File: config.mk
export PLATFORM = sky130hd
export DESIGN_NAME = digit_rounding_quantizer
export DESIGN_NICKNAME = d
export VERILOG_FILES = /design/src/rtl/drq_pkg.sv /design/src/rtl/drq_front.sv /design/src/rtl/drq_fifo.sv /design/src/rtl/drq_back.sv /design/src/rtl/digit_rounding_quantizer.sv
export SDC_FILE = /design/constraint.sdc
export NUM_CORES = 2
export LEC_CHECK = 0
export BUFFER_PORTS_ARGS = -buffer_cell sky130_fd_sc_hd__clkbuf_2
export CORE_ASPECT_RATIO = 1.1
export CORE_MARGIN = 8
export CORE_UTILIZATION = 40
export CTS_BUF_LIST = sky130_fd_sc_hd__clkbuf_4 sky130_fd_sc_hd__clkbuf_8
export DETAILED_ROUTE_END_ITERATION = 10
export PLACE_DENSITY = 0.55
export SYNTH_ARGS = -nofsm -noshare
export SYNTH_HDL_FRONTEND = slang
export SYNTH_SLANG_ARGS = --single-unit
File: constraint.sdc
create_clock -name clk_i -period 22.8 [get_ports clk_i]
set_clock_uncertainty 0.2 [all_clocks]
set_input_delay 3.42 -clock clk_i [delete_from_list [all_inputs] [get_ports clk_i]]
set_output_delay 3.42 -clock clk_i [all_outputs]
set_load 0.01 [all_outputs]
File: src/rtl/drq_pkg.sv
package drq_pkg;

  localparam int FracBits = 48;

  // log10(2) and log2(10) with 48 fraction bits
  localparam logic signed [63:0] L10Q = 64'sd84732411113309;
  localparam logic signed [63:0] L2Q  = 64'sd935039633174599;

  typedef struct packed {
    logic [63:0]        raw;
    logic [52:0]        sig;
    logic signed [11:0] z;
    logic               neg;
    logic               special;
    logic               dbl;
    logic               last;
  } drq_item_t;

  typedef struct packed {
    logic full;
    logic empty;
  } drq_fifo_stat_t;

  typedef enum logic [0:0] {
    RegDigits = 1'b0,
    RegFormat = 1'b1
  } drq_reg_e;

  // mantissa thresholds, aligned to a 53-bit normalized mantissa
  function automatic logic [52:0] thresh(input logic [1:0] idx);
    logic [52:0] v;
    unique case (idx)
      2'd0: v = 53'd10066330 << 29;
      2'd1: v = 53'd11744051 << 29;
      2'd2: v = 53'd13421773 << 29;
      default: v = 53'd15099494 << 29;
    endcase
    return v;
  endfunction

  function automatic logic signed [63:0] log_q(input logic [2:0] idx);
    logic signed [63:0] v;
    unique case (idx)
      3'd0: v = -(64'sd10100891 * 64'sd8388608);
      3'd1: v = -(64'sd14888018 * 64'sd4194304);
      3'd2: v = -(64'sd10395294 * 64'sd4194304);
      3'd3: v = -(64'sd13007042 * 64'sd2097152);
      default: v = -(64'sd12282933 * 64'sd1048576);
    endcase
    return v;
  endfunction

endpackage

File: src/rtl/drq_front.sv
module drq_front (
  input  logic                clk_i,
  input  logic                rst_ni,
  input  logic                dbl_i,
  input  logic                in_valid_i,
  output logic                in_stall_o,
  input  logic [63:0]         value_bits_i,
  input  logic                is_last_i,
  input  drq_pkg::drq_fifo_stat_t stat_i,
  output logic                push_o,
  output drq_pkg::drq_item_t  item_o
);

  drq_pkg::drq_item_t item_q, item_d;
  logic               vld_q, vld_d;
  logic               accept;
  logic [63:0]        raw;
  logic [10:0]        ef64;
  logic [7:0]         ef32;

  assign in_stall_o = vld_q & stat_i.full;
  assign accept     = in_valid_i & ~in_stall_o;
  assign push_o     = vld_q & ~stat_i.full;
  assign item_o     = item_q;
  assign vld_d      = accept | (vld_q & stat_i.full);

  always_comb begin
    raw  = dbl_i ? value_bits_i : {32'd0, value_bits_i[31:0]};
    ef64 = raw[62:52];
    ef32 = raw[30:23];
    item_d.raw  = raw;
    item_d.dbl  = dbl_i;
    item_d.last = is_last_i;
    if (dbl_i) begin
      item_d.neg     = raw[63];
      item_d.special = (ef64 == 11'h7FF);
      item_d.sig     = {(ef64 != 11'd0), raw[51:0]};
      item_d.z       = (ef64 != 11'd0) ? ($signed({1'b0, ef64}) - 12'sd1075) : -12'sd1074;
    end else begin
      item_d.neg     = raw[31];
      item_d.special = (ef32 == 8'hFF);
      item_d.sig     = {29'd0, (ef32 != 8'd0), raw[22:0]};
      item_d.z       = (ef32 != 8'd0) ? ($signed({4'd0, ef32}) - 12'sd150) : -12'sd149;
    end
  end

  always_ff @(posedge clk_i or negedge rst_ni) begin
    if (!rst_ni) begin
      vld_q <= 1'b0;
    end else begin
      vld_q <= vld_d;
    end
  end

  always_ff @(posedge clk_i) begin
    if (accept) begin
      item_q <= item_d;
    end
  end

endmodule

File: src/rtl/drq_fifo.sv
module drq_fifo #(
  parameter int Depth = 4
) (
  input  logic                    clk_i,
  input  logic                    rst_ni,
  input  logic                    push_i,
  input  drq_pkg::drq_item_t      item_i,
  input  logic                    pop_i,
  output drq_pkg::drq_item_t      item_o,
  output drq_pkg::drq_fifo_stat_t stat_o
);

  localparam int IdxW = (Depth > 1) ? $clog2(Depth) : 1;
  localparam int CntW = $clog2(Depth + 1);

  drq_pkg::drq_item_t mem_q [Depth];
  logic [IdxW-1:0]    wr_q, wr_d, rd_q, rd_d;
  logic [CntW-1:0]    cnt_q, cnt_d;

  function automatic logic [IdxW-1:0] nxt(input logic [IdxW-1:0] v);
    return (v == IdxW'(Depth - 1)) ? '0 : v + IdxW'(1);
  endfunction

  assign stat_o.full  = (cnt_q == CntW'(Depth));
  assign stat_o.empty = (cnt_q == '0);
  assign item_o       = mem_q[rd_q];

  always_comb begin
    wr_d  = push_i ? nxt(wr_q) : wr_q;
    rd_d  = pop_i ? nxt(rd_q) : rd_q;
    cnt_d = cnt_q + CntW'(push_i) - CntW'(pop_i);
  end

  always_ff @(posedge clk_i or negedge rst_ni) begin
    if (!rst_ni) begin
      wr_q  <= '0;
      rd_q  <= '0;
      cnt_q <= '0;
    end else begin
      wr_q  <= wr_d;
      rd_q  <= rd_d;
      cnt_q <= cnt_d;
    end
  end

  always_ff @(posedge clk_i) begin
    if (push_i) begin
      mem_q[wr_q] <= item_i;
    end
  end

  a_cnt_range: assert property (@(posedge clk_i) disable iff (!rst_ni)
    cnt_q <= CntW'(Depth)) else $error("queue count out of range");
  a_no_overflow: assert property (@(posedge clk_i) disable iff (!rst_ni)
    !(push_i && stat_o.full)) else $error("push into full queue");
  a_no_underflow: assert property (@(posedge clk_i) disable iff (!rst_ni)
    !(pop_i && stat_o.empty)) else $error("pop from empty queue");

endmodule

File: src/rtl/drq_back.sv
module drq_back (
  input  logic                    clk_i,
  input  logic                    rst_ni,
  input  logic [3:0]              digits_i,
  input  drq_pkg::drq_item_t      item_i,
  input  drq_pkg::drq_fifo_stat_t stat_i,
  output logic                    pop_o,
  output logic                    out_valid_o,
  input  logic                    out_stall_i,
  output logic [63:0]             rounded_bits_o,
  output logic                    last_out_o
);

  typedef struct packed {
    logic [63:0] raw;
    logic        neg;
    logic        special;
    logic        dbl;
    logic        last;
  } meta_t;

  typedef struct packed {
    meta_t              md;
    logic [52:0]        m;
    logic signed [11:0] e;
  } s1_t;

  typedef struct packed {
    meta_t              md;
    logic [52:0]        m;
    logic signed [11:0] e;
    logic signed [63:0] acc;
  } s23_t;

  typedef struct packed {
    meta_t              md;
    logic [63:0]        n;
    logic [6:0]         bln;
    logic signed [13:0] x;
  } s4_t;

  typedef struct packed {
    meta_t              md;
    logic [53:0]        r;
    logic signed [13:0] lsb;
  } s5_t;

  logic [5:1]  vld_q;
  logic        out_vld_q;
  logic        out_dbl_q;
  logic [63:0] out_bits_q, out_bits_d;
  logic        out_last_q;
  logic        adv;

  s1_t  s1_q, s1_d;
  s23_t s2_q, s2_d, s3_q, s3_d;
  s4_t  s4_q, s4_d;
  s5_t  s5_q, s5_d;

  assign adv            = ~out_vld_q | ~out_stall_i;
  assign pop_o          = adv & ~stat_i.empty;
  assign out_valid_o    = out_vld_q;
  assign rounded_bits_o = out_bits_q;
  assign last_out_o     = out_last_q;

  // normalize
  logic [5:0] bl;
  always_comb begin
    bl = 6'd0;
    for (int b = 0; b < 53; b++) begin
      if (item_i.sig[b]) begin
        bl = 6'(b + 1);
      end
    end
    s1_d.md.raw     = item_i.raw;
    s1_d.md.special = item_i.special;
    s1_d.md.dbl     = item_i.dbl;
    s1_d.md.last    = item_i.last;
    if (bl == 6'd0) begin
      s1_d.m      = '0;
      s1_d.e      = '0;
      s1_d.md.neg = 1'b0;
    end else begin
      s1_d.m      = item_i.sig << (6'd53 - bl);
      s1_d.e      = item_i.z + $signed({6'd0, bl});
      s1_d.md.neg = item_i.neg;
    end
  end

  // decimal exponent estimate
  logic [2:0] row;
  always_comb begin
    priority if (s1_q.m <= drq_pkg::thresh(2'd0)) begin
      row = 3'd0;
    end else if (s1_q.m <= drq_pkg::thresh(2'd1)) begin
      row = 3'd1;
    end else if (s1_q.m <= drq_pkg::thresh(2'd2)) begin
      row = 3'd2;
    end else if (s1_q.m <= drq_pkg::thresh(2'd3)) begin
      row = 3'd3;
    end else begin
      row = 3'd4;
    end
    s2_d.md  = s1_q.md;
    s2_d.m   = s1_q.m;
    s2_d.e   = s1_q.e;
    s2_d.acc = 64'(s1_q.e) * drq_pkg::L10Q + drq_pkg::log_q(row);
  end

  // quantum exponent
  logic signed [11:0] dcnt, ddiff;
  always_comb begin
    dcnt     = 12'(s2_q.acc >>> drq_pkg::FracBits) + 12'sd1;
    ddiff    = dcnt - $signed({8'd0, digits_i});
    s3_d.md  = s2_q.md;
    s3_d.m   = s2_q.m;
    s3_d.e   = s2_q.e;
    s3_d.acc = 64'(ddiff) * drq_pkg::L2Q;
  end

  // truncate to the quantum and add half of it
  logic signed [13:0] p, s, ns;
  logic [3:0]         sl;
  logic [63:0]        k;
  logic [6:0]         blk;
  always_comb begin
    p   = 14'(s3_q.acc >>> drq_pkg::FracBits);
    s   = 14'(s3_q.e) - 14'sd53 - p;
    ns  = -s;
    sl  = (s > 14'sd10) ? 4'd10 : s[3:0];
    k   = '0;
    blk = '0;
    if (s >= 14'sd0) begin
      k   = {11'd0, s3_q.m} << sl;
      blk = 7'd53 + {3'd0, sl};
    end else if (ns < 14'sd64) begin
      k   = {11'd0, s3_q.m} >> ns[5:0];
      blk = (ns >= 14'sd53) ? 7'd0 : 7'd53 - {1'b0, ns[5:0]};
    end
    if (s3_q.m == '0) begin
      blk = '0;
    end
    s4_d.md  = s3_q.md;
    s4_d.n   = {k[62:0], 1'b1};
    s4_d.bln = blk + 7'd1;
    s4_d.x   = p - 14'sd1;
  end

  // round to the format's precision
  logic signed [13:0] prec, lo, lsb, sh, nsh;
  logic [63:0]        rr, rem, half, mask;
  logic [5:0]         sh6;
  always_comb begin
    prec = s4_q.md.dbl ? 14'sd53 : 14'sd24;
    lo   = s4_q.md.dbl ? -14'sd1074 : -14'sd149;
    lsb  = s4_q.x + $signed({7'd0, s4_q.bln}) - prec;
    if (lsb < lo) begin
      lsb = lo;
    end
    sh   = lsb - s4_q.x;
    nsh  = -sh;
    sh6  = sh[5:0];
    mask = (64'd1 << sh6) - 64'd1;
    rem  = s4_q.n & mask;
    half = 64'd1 << (sh6 - 6'd1);
    rr   = '0;
    if (sh <= 14'sd0) begin
      rr = s4_q.n << nsh[5:0];
    end else if (sh < 14'sd64) begin
      rr = s4_q.n >> sh6;
      if (rem > half || (rem == half && rr[0])) begin
        rr = rr + 64'd1;
      end
    end
    s5_d.md  = s4_q.md;
    s5_d.r   = rr[53:0];
    s5_d.lsb = lsb;
  end

  // pack
  logic               cy;
  logic [53:0]        r2;
  logic signed [13:0] ex;
  always_comb begin
    cy = s5_q.md.dbl ? s5_q.r[53] : s5_q.r[24];
    r2 = cy ? (s5_q.r >> 1) : s5_q.r;
    ex = s5_q.lsb + $signed({13'd0, cy}) + (s5_q.md.dbl ? 14'sd52 : 14'sd23);
    if (s5_q.md.special) begin
      out_bits_d = s5_q.md.raw;
    end else if (s5_q.md.dbl) begin
      if (!r2[52]) begin
        out_bits_d = {s5_q.md.neg, 11'd0, r2[51:0]};
      end else if (ex > 14'sd1023) begin
        out_bits_d = {s5_q.md.neg, 11'h7FF, 52'd0};
      end else begin
        out_bits_d = {s5_q.md.neg, 11'(ex + 14'sd1023), r2[51:0]};
      end
    end else begin
      if (!r2[23]) begin
        out_bits_d = {32'd0, s5_q.md.neg, 8'd0, r2[22:0]};
      end else if (ex > 14'sd127) begin
        out_bits_d = {32'd0, s5_q.md.neg, 8'hFF, 23'd0};
      end else begin
        out_bits_d = {32'd0, s5_q.md.neg, 8'(ex + 14'sd127), r2[22:0]};
      end
    end
  end

  always_ff @(posedge clk_i or negedge rst_ni) begin
    if (!rst_ni) begin
      vld_q     <= '0;
      out_vld_q <= 1'b0;
    end else if (adv) begin
      vld_q     <= {vld_q[4:1], pop_o};
      out_vld_q <= vld_q[5];
    end
  end

  always_ff @(posedge clk_i) begin
    if (adv) begin
      s1_q       <= s1_d;
      s2_q       <= s2_d;
      s3_q       <= s3_d;
      s4_q       <= s4_d;
      s5_q       <= s5_d;
      out_bits_q <= out_bits_d;
      out_last_q <= s5_q.md.last;
      out_dbl_q  <= s5_q.md.dbl;
    end
  end

  a_pass_special: assert property (@(posedge clk_i) disable iff (!rst_ni)
    (adv && vld_q[5] && s5_q.md.special) |=> (out_bits_q == $past(s5_q.md.raw)))
    else $error("nan or infinity word altered");
  a_single_high_zero: assert property (@(posedge clk_i) disable iff (!rst_ni)
    (out_vld_q && !out_dbl_q) |-> (out_bits_q[63:32] == 32'd0))
    else $error("single word with high bits set");
  a_norm_msb: assert property (@(posedge clk_i) disable iff (!rst_ni)
    (vld_q[1] && !s1_q.md.special && (s1_q.m != '0)) |-> s1_q.m[52])
    else $error("mantissa not normalized");

endmodule

File: src/rtl/digit_rounding_quantizer.sv
// Digit-rounding quantizer: each word is one IEEE sample (binary32 in the low
// 32 bits or binary64, chosen by value_format) that comes back with its
// mantissa cut to significant_digits decimal digits plus half a quantum, in
// the same format; NaN and infinity pass unchanged. One word is taken per
// clock while in_stall_o is low, and a word passes from input to output
// through the input register, the queue and the registered arithmetic
// pipeline, whose two constant multiplies sit in separate stages. Write the registers only
// while no word is in flight.
module digit_rounding_quantizer #(
  parameter int FifoDepth = 4
) (
  input  logic        clk_i,
  input  logic        rst_ni,
  input  logic        psel,
  input  logic        penable,
  input  logic        pwrite,
  input  logic [2:0]  paddr,
  input  logic [31:0] pwdata,
  output logic [31:0] prdata,
  output logic        pready,
  input  logic        in_valid_i,
  output logic        in_stall_o,
  input  logic [63:0] value_bits_i,
  input  logic        is_last_i,
  output logic        out_valid_o,
  input  logic        out_stall_i,
  output logic [63:0] rounded_bits_o,
  output logic        last_out_o
);

  logic [3:0]                 digits_q;
  logic                       fmt_q;
  logic                       wr_en;
  drq_pkg::drq_reg_e          reg_sel;
  drq_pkg::drq_fifo_stat_t    stat;
  drq_pkg::drq_item_t         f_item, b_item;
  logic                       push, pop;

  assign pready  = 1'b1;
  assign wr_en   = psel & penable & pwrite & pready;
  assign reg_sel = drq_pkg::drq_reg_e'(paddr[2]);

  always_comb begin
    unique case (reg_sel)
      drq_pkg::RegDigits: prdata = {28'd0, digits_q};
      drq_pkg::RegFormat: prdata = {31'd0, fmt_q};
      default:            prdata = '0;
    endcase
  end

  always_ff @(posedge clk_i or negedge rst_ni) begin
    if (!rst_ni) begin
      digits_q <= 4'd3;
      fmt_q    <= 1'b0;
    end else if (wr_en) begin
      if (reg_sel == drq_pkg::RegDigits) begin
        digits_q <= pwdata[3:0];
      end else begin
        fmt_q <= pwdata[0];
      end
    end
  end

  drq_front u_front (
    .clk_i        (clk_i),
    .rst_ni       (rst_ni),
    .dbl_i        (fmt_q),
    .in_valid_i   (in_valid_i),
    .in_stall_o   (in_stall_o),
    .value_bits_i (value_bits_i),
    .is_last_i    (is_last_i),
    .stat_i       (stat),
    .push_o       (push),
    .item_o       (f_item)
  );

  drq_fifo #(
    .Depth (FifoDepth)
  ) u_fifo (
    .clk_i  (clk_i),
    .rst_ni (rst_ni),
    .push_i (push),
    .item_i (f_item),
    .pop_i  (pop),
    .item_o (b_item),
    .stat_o (stat)
  );

  drq_back u_back (
    .clk_i          (clk_i),
    .rst_ni         (rst_ni),
    .digits_i       (digits_q),
    .item_i         (b_item),
    .stat_i         (stat),
    .pop_o          (pop),
    .out_valid_o    (out_valid_o),
    .out_stall_i    (out_stall_i),
    .rounded_bits_o (rounded_bits_o),
    .last_out_o     (last_out_o)
  );

endmodule
### After elaboration in Yosys (flattened, before gate mapping)

Memory sizes are Yosys's and may differ from the RTL's.
Cells that the tools add are included.

| cells by class | value |
|---|---|
| $add $sub $neg | 29 |
| equal/unequal tests | 9 |
| shift operators | 7 |
| bitwise logic cells | 15 |
| multipliers | 2 |
| mux-type cells | 89 |
| order comparisons | 14 |
| reductions and logical operators | 10 |

Operator list:

| kind | number |
|---|---|
| $mux W6 | 54 |
| $mux W63 | 4 |
| $le A53 B53 Y1 const B | 4 |
| $mux W64 | 3 |
| $pmux W47 S4 | 1 |
| $mux W54 | 3 |
| $shl A1 B6 Y64 const A | 2 |
| $and A64 B64 Y64 | 1 |
| $eq A64 B64 Y1 | 1 |
| $gt A64 B64 Y1 | 1 |
| $pmux W32 S2 | 1 |
| $shl A64 B6 Y54 | 1 |
| $shr A64 B6 Y54 | 1 |
| $sub A64 B1 Y64 const B | 1 |
| $shl A53 B4 Y63 | 1 |
| $shr A53 B6 Y63 | 1 |
| $mul A12 B51 Y62 const B | 1 |
| $mux W31 | 2 |
| $add A60 B48 Y60 | 1 |
| $mul A12 B48 Y60 const B | 1 |
| $add A54 B1 Y54 const B | 1 |
| $logic_not A53 Y1 | 1 |
| $mux W53 | 1 |
| $shl A53 B6 Y53 | 1 |
| 57 further kinds | 86 |

| storage, ports and cells | value |
|---|---|
| word-level logic and storage cells | 232 |
| input port bits | 107 |
| bits in registers | 1026 |
| RAM bits | 532 |
| output and inout port bits | 100 |
| memories | 1 |

Memory list:

| name | words | bits a word | rd ports | clocked after Yosys merged registers in | write ports | line | RTL |
|---|---|---|---|---|---|---|---|
| u_fifo.mem_q | 4 | 133 | 1 | 0 | 1 | drq_fifo.sv:16 | `drq_pkg::drq_item_t mem_q [Depth];` |

### Logic depth before layout (Yosys ltp)

An unclocked memory read counts as a cell.

| depth | value |
|---|---|
| depth after elaboration | 56 |
| depth in mapped cells | 56 |
| mapped depth without buffers | 51 |

### Hierarchy

A second synthesis with hierarchy kept.

| unflattened totals | value |
|---|---|
| cell total of the unflattened synthesis | 7767 |
| area total of the unflattened synthesis | 93171.9 µm² |

By module, submodules not included:

| module | times used | cells each | seq. area each (µm²) | area an instance (µm²) |
|---|---|---|---|---|
| drq_back | 1 | 6714 | 23512.6 | 68730.9 |
| drq_fifo | 1 | 731 | 16150.5 | 19567.5 |
| drq_front | 1 | 275 | 3328.2 | 4396.7 |
| digit_rounding_quantizer | 1 | 47 | 127.6 | 476.7 |

### Worst setup path after synthesis

OpenSTA, ideal clock, no wires.

| timing path | value |
|---|---|
| path kind | input to register |
| start point | in out_stall_i |
| end point | reg u_fifo.cnt_q[2] |
| setup time | 0.123 ns |
| slack | -0.069 ns |
| required time | 22.477 ns |
| buffers on the path | 0 |
| data arrival time | 22.546 ns |
| stages | 9 |
| path through | nand2_1 o31a_1 ha_1 inv_1 ha_1 inv_1 fa_1 xnor2_1 xnor2_1 |

| between the ends | value |
|---|---|
| longest elaborated chain between the ends | 4 |

Ends and longest elaborated chain:

| item | line | RTL |
|---|---|---|
| from (decl) | digit_rounding_quantizer.sv:26 | `input logic out_stall_i,` |
| $not A1 Y1 | drq_back.sv:60 | `assign adv = ~out_vld_q \| ~out_stall_i;` |
| $or A1 B1 Y1 | drq_back.sv:60 |  |
| $and A1 B1 Y1 | drq_back.sv:61 | `assign pop_o = adv & ~stat_i.empty;` |
| net pop | digit_rounding_quantizer.sv:37 | `logic push, pop;` |
| $sub A3 B1 Y3 | drq_fifo.sv:31 | `cnt_d = cnt_q + CntW'(push_i) - CntW'(pop_i);` |
| net u_fifo.cnt_d[2] | drq_fifo.sv:18 | `logic [CntW-1:0] cnt_q, cnt_d;` |
| to (signal assigned) | drq_fifo.sv:42 | `cnt_q <= cnt_d;` |
| to (decl) | drq_fifo.sv:18 |  |

The timed path passes the listed nets, and every way through them passes these cells.
A chain may end at the register's enable or synchronous reset.

### Final worst setup path

| timing path | value |
|---|---|
| start point | reg u_back.s4_q[86] in the netlist's numbering |
| end point | reg u_back.s5_q[53] in the netlist's numbering, data pin |

| between the ends | value |
|---|---|
| longest elaborated chain between the ends | 14 |
| elaborated cells on any way between the ends | 24 |
| those cells by class | add/sub (6); order compare (4); eq/ne (1); shift (4); mux (6); bitwise (1); reduce/logical (2) |

Ends and longest elaborated chain:

| item | line | RTL |
|---|---|---|
| from (decl) | drq_back.sv:57 | `s4_t s4_q, s4_d;` |
| from (signal assigned) | drq_back.sv:224 | `s4_q <= s4_d;` |
| $mux W6 | drq_back.sv:154 | `prec = s4_q.md.dbl ? 14'sd53 : 14'sd24;` |
| $sub A14 B14 Y14 | drq_back.sv:156 | `lsb = s4_q.x + $signed({7'd0, s4_q.bln}) - prec;` |
| $lt A14 B14 Y1 | drq_back.sv:157 | `if (lsb < lo) begin` |
| $mux W14 * | drq_back.sv:157 |  |
| $sub A14 B14 Y14 * | drq_back.sv:160 | `sh = lsb - s4_q.x;` |
| branches (longest 8 deep; another with $sub A64 B1 Y64) | -- |  |
| $mux W54 * | drq_back.sv:167 | `if (sh <= 14'sd0) begin` |
| net u_back.rr[39] | drq_back.sv:151 | `logic [63:0] rr, rem, half, mask;` |
| to (signal assigned) | drq_back.sv:225 | `s5_q <= s5_d;` |
| to (decl) | drq_back.sv:58 | `s5_t s5_q, s5_d;` |

Mark *: on every way through the listed nets, which the timed path passes.

==> flow_summary.toml <==
[run_status]
outcome = "complete, no violations"

[clocking]
insertion_delay_ns = 0.94
cts_tree = "yes"
post_cts_buffers = 0
ctsResizeCount = 0
cts.sinks = 1347
clock_path_buffers = 3
cts_buffers = 218
cts.clk_slew.worst_paths_ns = 0.06
postCtsHoldBufs = 0
root_buffer = "clkbuf_8"
htreeDepth = 4

[global_routing]
grt_start_max_net_pins = 190
track_usage_pct = 22.9
grt_pass1_wl_mm = 414
antenna_found_initial = 15
grt_pass1_vias = 62400
grt-ovfl-total = 0

[logic_synthesis]
yosysSeqAreaShare_pct = 45.2
synth_edf_count = 1328
synth-async-reset-ratio_pct = 1.41
synth_flop_cell = "edfxtp_1"
synth_seq_cells = 1347
syn_area_per_cell_um2 = 11.8
syn-instance-count = 7598
syn_area_um2 = 89300
ys_warn_count = 0
synth_cell_types = 114

[placement]
place_area_um2 = 93200
dpl.hpwl_mm = 211
gp_congestion = 0.981
portBuffers = 147

[critical_path]
crit_start = "u_back.s4_q[86]"
endpoint = "u_back.s5_q[53]"
r2r_start = "u_back.s4_q[86]"
critPathKind = "register to register"
worstPathRequired_ns = 23.26
ff2ff_setup_slack_ns = 7.84
startpoint_type = "register"
worst-path-max-fanout = 43
cp_slowest_cell = "nor4_4"
worstSetupEndpointType = "register"
r2r_end = "u_back.s5_q[53]"
r2r_cells = 46
arrival_ns = 15.42
cpPeakStageDelay_ns = 0.87

[floorplan]
num_rows = 182
die_w_um = 466
die_h_um = 511
placeableCoreArea_um2 = 223000
io_pins = 207
die-area_um2 = 239000
start_util_pct = 40.1

[sta]
grt_setup_unrepaired = "no"
finalSetupViolations = 0
post-route-period-util_pct = 65.6
whs_ns = 0.188
hold_viol = 0
fin_crit_ns = 14.96
relSlewSlack_pct = 7.34
worst_pin_slew_ns = 1.38
maxSlewViolCount = 0
fmax_mhz = 66.8
finalSetupTns_ns = 0

[detailed_routing]
wl_per_cell_um = 26.1
drc_errors = 0
routed_via_density = 5.77
drt_pass1_iterations = 7
vias = 62400
drt_iter0_markers = 5537
antenna_left = 0
routed_wl_mm = 282

[finish]
register_area_um2 = 40400
drive_gt1_share_pct = 13.5
syn2layout_area_growth_pct = 9.27
n_fill_cell = 20700
nets = 8723
multi_input_area_um2 = 45000
design_area_um2 = 97600

[job]
cap_violations = 0

[hold_path]
hold_path.class = "register to register"
routing by layer:
metal  global-route usage, %  part of all wire, %  up-vias
met5                       0                0.016        -
met4                    11.0                  5.4        6
met3                    3.24                  5.7      556
met2                    37.4                   47     2365
met1                    30.2                   42    31100
li1                        -                    -    28400
synth_stat cells (47+ instances only):
cell type	n	share of area [%]
o21ai_0	380	2.1
nand3_1	146	0.82
xnor2_1	108	1.1
and3_1	65	0.46
and2_1	105	0.74
nand2b_1	48	0.34
nor2b_1	84	0.59
a21oi_1	307	1.7
fa_1	354	7.9
a31oi_1	61	0.43
ha_1	560	7.8
inv_1	642	2.7
a211oi_1	100	0.84
mux4_2	233	5.9
nand2_1	702	3.0
xor2_1	60	0.59
o211ai_1	81	0.68
nor2_1	393	1.7
edfxtp_1	1328	45
mux2_2	74	0.93
nor3_1	89	0.50
nor4_1	61	0.43
a21o_1	78	0.66
mux2i_1	337	3.8
clkbuf_1	265	1.1
buf_2	55	0.31
o31ai_1	47	0.40
o22ai_1	73	0.51
nand4_1	66	0.46
cell usage in the layout, fill, tap and decap left out, types with 60 or more instances in the layout:
| cell | Yosys | final |
|---|---|---|
| ha_1 | 560 | 555 |
| and2_1 | 105 | 105 |
| nor3_1 | 89 | 89 |
| inv_1 | 642 | 642 |
| clkbuf_8 | 1 | 219 |
| clkbuf_4 | 0 | 67 |
| buf_4 | 43 | 126 |
| nor4_1 | 61 | 60 |
| mux2_2 | 74 | 74 |
| clkbuf_2 | 1 | 147 |
| mux2i_1 | 337 | 337 |
| xnor2_1 | 108 | 97 |
| and3_1 | 65 | 61 |
| a21o_1 | 78 | 78 |
| a31oi_1 | 61 | 60 |
| o22ai_1 | 73 | 73 |
| a211oi_1 | 100 | 100 |
| edfxtp_1 | 1328 | 1328 |
| o21ai_0 | 380 | 377 |
| fa_1 | 354 | 352 |
| o211ai_1 | 81 | 81 |
| mux4_2 | 233 | 233 |
| nand2_1 | 702 | 700 |
| a21oi_1 | 307 | 303 |
| nor2_1 | 393 | 389 |
| nand3_1 | 146 | 146 |
| nand4_1 | 66 | 66 |
| nor2b_1 | 84 | 83 |
worst min path at each step:
| stage | cells after the start | startpoint | slack (ns) | end |
|---|---|---|---|---|
| after floorplan | 0 | u_back.s5_q[68] | 0.20 | u_back.last_out_o |
| after global placement | 0 | u_back.s4_q[85] | 0.20 | u_back.s5_q[68] |
| after detailed placement | 0 | u_back.s1_q[72] | 0.20 | u_back.s2_q[136] |
| after CTS | 0 | u_back.s4_q[100] | 0.20 | u_back.s5_q[83] |
| after global routing | 0 | u_back.s4_q[100] | 0.20 | u_back.s5_q[83] |
| final | 0 | u_back.s4_q[95] | 0.19 | u_back.s5_q[78] |
critical path: cells and delay by family, from the launching register on:
kind / cells / cell delay [ns]
compound gates: 14 / 3.42
xor+xnor: 1 / 0.44
fa+ha+maj: 7 / 2.49
buf+inv: 7 / 1.53
flops: 1 / 0.61
mux: 1 / 0.27
simple gates: 16 / 5.71
through the flow:
step	setup WS, ns	utilization [%]	std cells
finish	7.84	43.8	10800
global placement	7.99	41.8	10400
global route	6.97	43.8	10800
CTS	7.88	43.8	10800
floorplan	7.74	-	7625
detailed placement	7.90	41.8	10400
area by class of cell:
class | instances | area share, %
multi-input combinational | 5213 | 46.1
sequential | 1347 | 41.4
tap | 2944 | 3.78
clock buffer | 286 | 3.61
inverter | 647 | 2.49
timing repair buffer | 275 | 1.76
clock inverter | 103 | 0.872
antenna | 6 | 0.0154
cell families after synthesis:
logic type / share of synthesized area, %
DFF: 45.2
xor gates and xnor gates: 1.70
other: 0.00841
muxes: 11.0
AOI/OAI and AO/OA: 11.2
and+or+nand+nor: 10.3
adders and majority gates: 15.8
buffers and inverters: 4.89
state kept, by name (all words and copies together) (netlist names):
signal and flops:
u_fifo.wr_q 2, u_back.vld_q 5, u_fifo.mem_q 440, u_front.vld_q 1
u_back.s3_q 133, u_back.s4_q 152, digits_q 4, u_back.rounded_bits_o 64
u_fifo.cnt_q 3, u_back.out_valid_o 1, u_back.s2_q 145, u_fifo.rd_q 2
u_back.s5_q 136, u_back.last_out_o 1, u_back.s1_q 133, u_back.p 14
u_front.item_o 110, fmt_q 1
Power is not shown: default switching activity piles up to over one toggle a cycle in this logic, so the estimate is an artifact.
